`src/hdl/rad_pkg.sv`:
```
// Shared types and constants for the room allocator with delay.
`default_nettype none

package rad_pkg;

    // Default for the number of resource slots held in the tables.
    localparam int MAX_RES_DEF = 64;

    // Fixed field widths.
    localparam int REQ_W     = 32;
    localparam int TIME_W    = 48;
    localparam int COUNT_W   = 32;
    localparam int CFG_W     = 7;
    localparam int RES_IDX_W = 6;
    localparam int APB_AW    = 3;
    localparam int APB_DW    = 32;

    // Width used to clamp the configured count against the slot count (up to 511).
    localparam int NCALC_W = 9;

    // Register index, taken from paddr[2].
    localparam logic REG_RESOURCES_IN_USE = 1'b0;

    // Controller states.
    typedef enum logic [2:0] {
        ST_IDLE,
        ST_SCAN,
        ST_TAIL,
        ST_CNT_RD,
        ST_COMMIT
    } rad_state_t;

    // Commands from the controller to the datapath.
    typedef struct packed {
        logic load;
        logic scan_rd;
        logic cnt_rd;
        logic commit;
    } rad_cmd_t;

    // Status from the datapath to the controller.
    typedef struct packed {
        logic scan_last;
        logic out_blocked;
    } rad_status_t;

endpackage

`default_nettype wire

```
`src/hdl/rad_ctrl.sv`:
```
// Controller state machine that sequences the scan, count update and commit.
`default_nettype none

module rad_ctrl
    import rad_pkg::*;
(
    input  wire logic        clk,
    input  wire logic        rst_n,
    input  wire logic        req_valid,
    output logic             req_stall,
    input  wire rad_status_t status,
    output rad_cmd_t         cmd
);

    rad_state_t state_reg;
    rad_state_t state_next;

    // State register.
    always_ff @(posedge clk or negedge rst_n)
    begin
        if (!rst_n)
        begin
            state_reg <= ST_IDLE;
        end
        else
        begin
            state_reg <= state_next;
        end
    end

    // Next state and commands.
    always_comb
    begin
        state_next = state_reg;
        cmd        = '0;
        req_stall  = (state_reg != ST_IDLE);
        case (state_reg)
            ST_IDLE:
            begin
                if (req_valid)
                begin
                    cmd.load   = 1'b1;
                    state_next = ST_SCAN;
                end
            end
            ST_SCAN:
            begin
                cmd.scan_rd = 1'b1;
                if (status.scan_last)
                begin
                    state_next = ST_TAIL;
                end
            end
            ST_TAIL:
            begin
                // The last free time read is evaluated in this cycle.
                state_next = ST_CNT_RD;
            end
            ST_CNT_RD:
            begin
                cmd.cnt_rd = 1'b1;
                state_next = ST_COMMIT;
            end
            ST_COMMIT:
            begin
                if (!status.out_blocked)
                begin
                    cmd.commit = 1'b1;
                    state_next = ST_IDLE;
                end
            end
            default:
            begin
                state_next = ST_IDLE;
            end
        endcase
    end

endmodule

`default_nettype wire

```
`config.mk`:
```
export PLATFORM = sky130hd
export DESIGN_NAME = rad_ctrl
export DESIGN_NICKNAME = d
export VERILOG_FILES = /design/src/hdl/rad_pkg.sv /design/src/hdl/rad_ctrl.sv
export SDC_FILE = /design/constraint.sdc
export NUM_CORES = 1
export LEC_CHECK = 0
export ABC_AREA = 1
export ABC_CLOCK_PERIOD_IN_PS = 850
export BUFFER_PORTS_ARGS = -buffer_cell sky130_fd_sc_hd__buf_4
export CELL_PAD_IN_SITES_DETAIL_PLACEMENT = 0
export CELL_PAD_IN_SITES_GLOBAL_PLACEMENT = 1
export CORE_AREA = 2 2 39 41
export DETAILED_ROUTE_END_ITERATION = 6
export DIE_AREA = 0 0 41 43
export PLACE_DENSITY = 0.49
export SYNTH_ARGS = -nofsm -noshare
export SYNTH_HDL_FRONTEND = slang
export SYNTH_SLANG_ARGS = --single-unit
export TNS_END_PERCENT = 50
```
`constraint.sdc`:
```
create_clock -name clk -period 0.85 [get_ports clk]
set_input_delay 0.17 -clock clk [delete_from_list [all_inputs] [get_ports clk]]
set_output_delay 0.17 -clock clk [all_outputs]
set_load 0.01 [all_outputs]
```
==> metrics.csv <==
metric,value,unit
status,"complete, but fails checks",
violations,setup timing,
cts_tree,built,
coreArea,1384,um2
maxCapViolations,0,
clock_path_buffers,2,
tightest_slew,0.1845,ns
drv_slew,0,
synth_area_leaders,"dfrtp_1, nand3_1, nor2_1, inv_1, nand2_1",
finalHoldViolCount,0,
p_leak,0.0001929,uW
largest_reg_flops,3,
syn_area,187.7,um2
std_cell_rows,14,
dieHeight,43,um
die_area,1763,um2
cts_buffers,3,
synth_top_cell_by_area,dfrtp_1,
synth_nets,31,
synth-seq-cells,3,
nets,50,
finalPower,1551,uW
holdCritPathClass,in -> reg,
synth_compound_area_frac,0.02667,
switching_share,0.4106,
intPower,914.0,uW
cts_setup_buffers,0,
via_count,220,
cp-end-kind,output pin,
grtUsageTotal,0.08040,
port_buffers,9,
synth-adder-area-share,0,
avgSynthCellArea,7.218,um2
crit_type,reg -> out,
synth_top_family_by_area,simple AND/OR/NAND/NOR gates,
die_w,41,um
final_area,391.6,um2
totalWireLength,501,um
finClkSkew,0.001417,ns
grt_max_degree,8,
areaGrowthSynthToFinish,108.7,%
final_cell_mix,"buf_4, nor2_1, nand3_1",
fmax,0.7952,GHz
vias_per_cell,3.667,
clk_pin_slew,0.04,ns
setup_ws,-0.4076,ns
cts.sinks,3,
period_share,1.479,
grt_pass1_vias,232,
muxShareOfSynthArea,0,
seq_area_frac_synth,0.4000,
h-tree-depth,1,
setup_viol,8,
n_antenna_cell,0,
place_worst_setup_slack,-0.2068,ns
synth_warnings,0,
powerDensity,3960,nW/um2
synth_cells,26,
power_frac_clock,0.159,
io_pins,10,
worstPathRequired,0.68,ns
maxSlewHeadroom,0.8770,
rsz0062_at_grt,true,
start_util,0.1356,
p_sw,636.7,uW
wl_per_cell,8.350,um
min_period,1.258,ns
first_iter_violations,2,
drive_above_1_share,0.6136,
firstDrtPassIters,2,
antenna_found_initial,0,
synth_top_area_share,0.4000,
crit_arrival,1.09,ns
drtAntennaViolNets,0,
combPwrFrac,0.622,
grt_pass1_wl,862,um
fin_setup_tns,-2.361,ns
drcViolationCount,0,
post-dp-hpwl,415.6,um
clk-insertion-delay-late,0.23,ns
place_area,320.3,um2
critical_path.max_fanout,4,
fin_util,0.2830,
synthSimpleGateAreaFrac,0.4533,
clock_tree.root_cell,clkbuf_4,
synthXorXnorAreaFrac,0,
start_kind,flip-flop,
final_common_cell,buf_4,
seq_power_share,0.219,
fillerInstances,159,
synth.distinct_cells,13,
gp_congestion,0.6800,
vdd_drop_max,1.352,mV
overflow,0,
-- per-stage QoR --
stage | hold slack [ns] | cells
3_5_place_dp | -0.03916 | 55
6_report | 0.2291 | 60
5_1_grt | 0.2502 | 60
2_1_floorplan | -0.1256 | 26
3_3_place_gp | -0.04205 | 55
4_1_cts | 0.2217 | 60
-- area by class of cell --
type                    instances  area, um2  area share
well taps                      16      20.02     0.05112
multi-input cells              18      128.9      0.3291
inverters                       4      17.52     0.04473
flip-flops and latches          3      76.32      0.1949
repair buffers                 15      122.6      0.3131
clock buffers                   4      26.28     0.06709
-- layer usage --
metal / GRT usage / wire (um)
met4: 0.1000 / 0
met5: 0 / 0
met2: 0.1125 / 307
met1: 0.07419 / 175
met3: 0.03141 / 18
-- worst max-delay path, cell delays in order (launching register included) --
cell and delay [ns]:
dfrtp_1 0.40, nor2_4 0.18, inv_2 0.06, nor3_2 0.09
buf_4 0.14
-- power groups by stage --
stage / Combinational, uW / Sequential [uW] / Clock [uW]
2_1_floorplan: 440 / 301 / 0
3_3_place_gp: 812 / 298 / 0
3_5_place_dp: 828 / 300 / 0
4_1_cts: 910 / 323 / 264
5_1_grt: 1070 / 350 / 272
6_report: 965 / 339 / 246
-- cell families (layout without fill, tap and decap cells) --
logic type | Yosys count | count (layout)
AO/OA/AOI/OAI | 1 | 1
buffers and inverters | 5 | 23
AND/OR/NAND/NOR | 17 | 17
flip-flops | 3 | 3
-- synth_stat cells (all sizes together) --
master,number
nor2,6
nand3,5
inv,4
dfrtp,3
nand2,3
buf,1
nand4,1
nor3,1
nor3b,1
o21ai,1
-- repair_timing --
| action | in CTS | in global routing |
|---|---|---|
| resized for setup | 6 | 4 |
| hold endpoints to repair | 3 | 0 |
| hold buffers | 1 | 0 |
| gates cloned | 0 | 0 |
| setup endpoints to repair | 8 | 8 |
-- path summary, 6_finish.rpt --
kind / slack, ns / endpoint / start / depth (start not counted)
min in group asynchronous: 0.26 / state_reg[0] / rst_n / 2
max in group asynchronous: 0.48 / state_reg[2] / rst_n / 2
worst max-delay path: -0.41 / cmd[0] / state_reg[1] / 4
worst max register to register: -0.17 / state_reg[0] / state_reg[1] / 5
worst min register to register: 0.62 / state_reg[2] / state_reg[2] / 1
worst min-delay path: 0.23 / state_reg[0] / status[1] / 4
(Power assumes the default switching activity.)
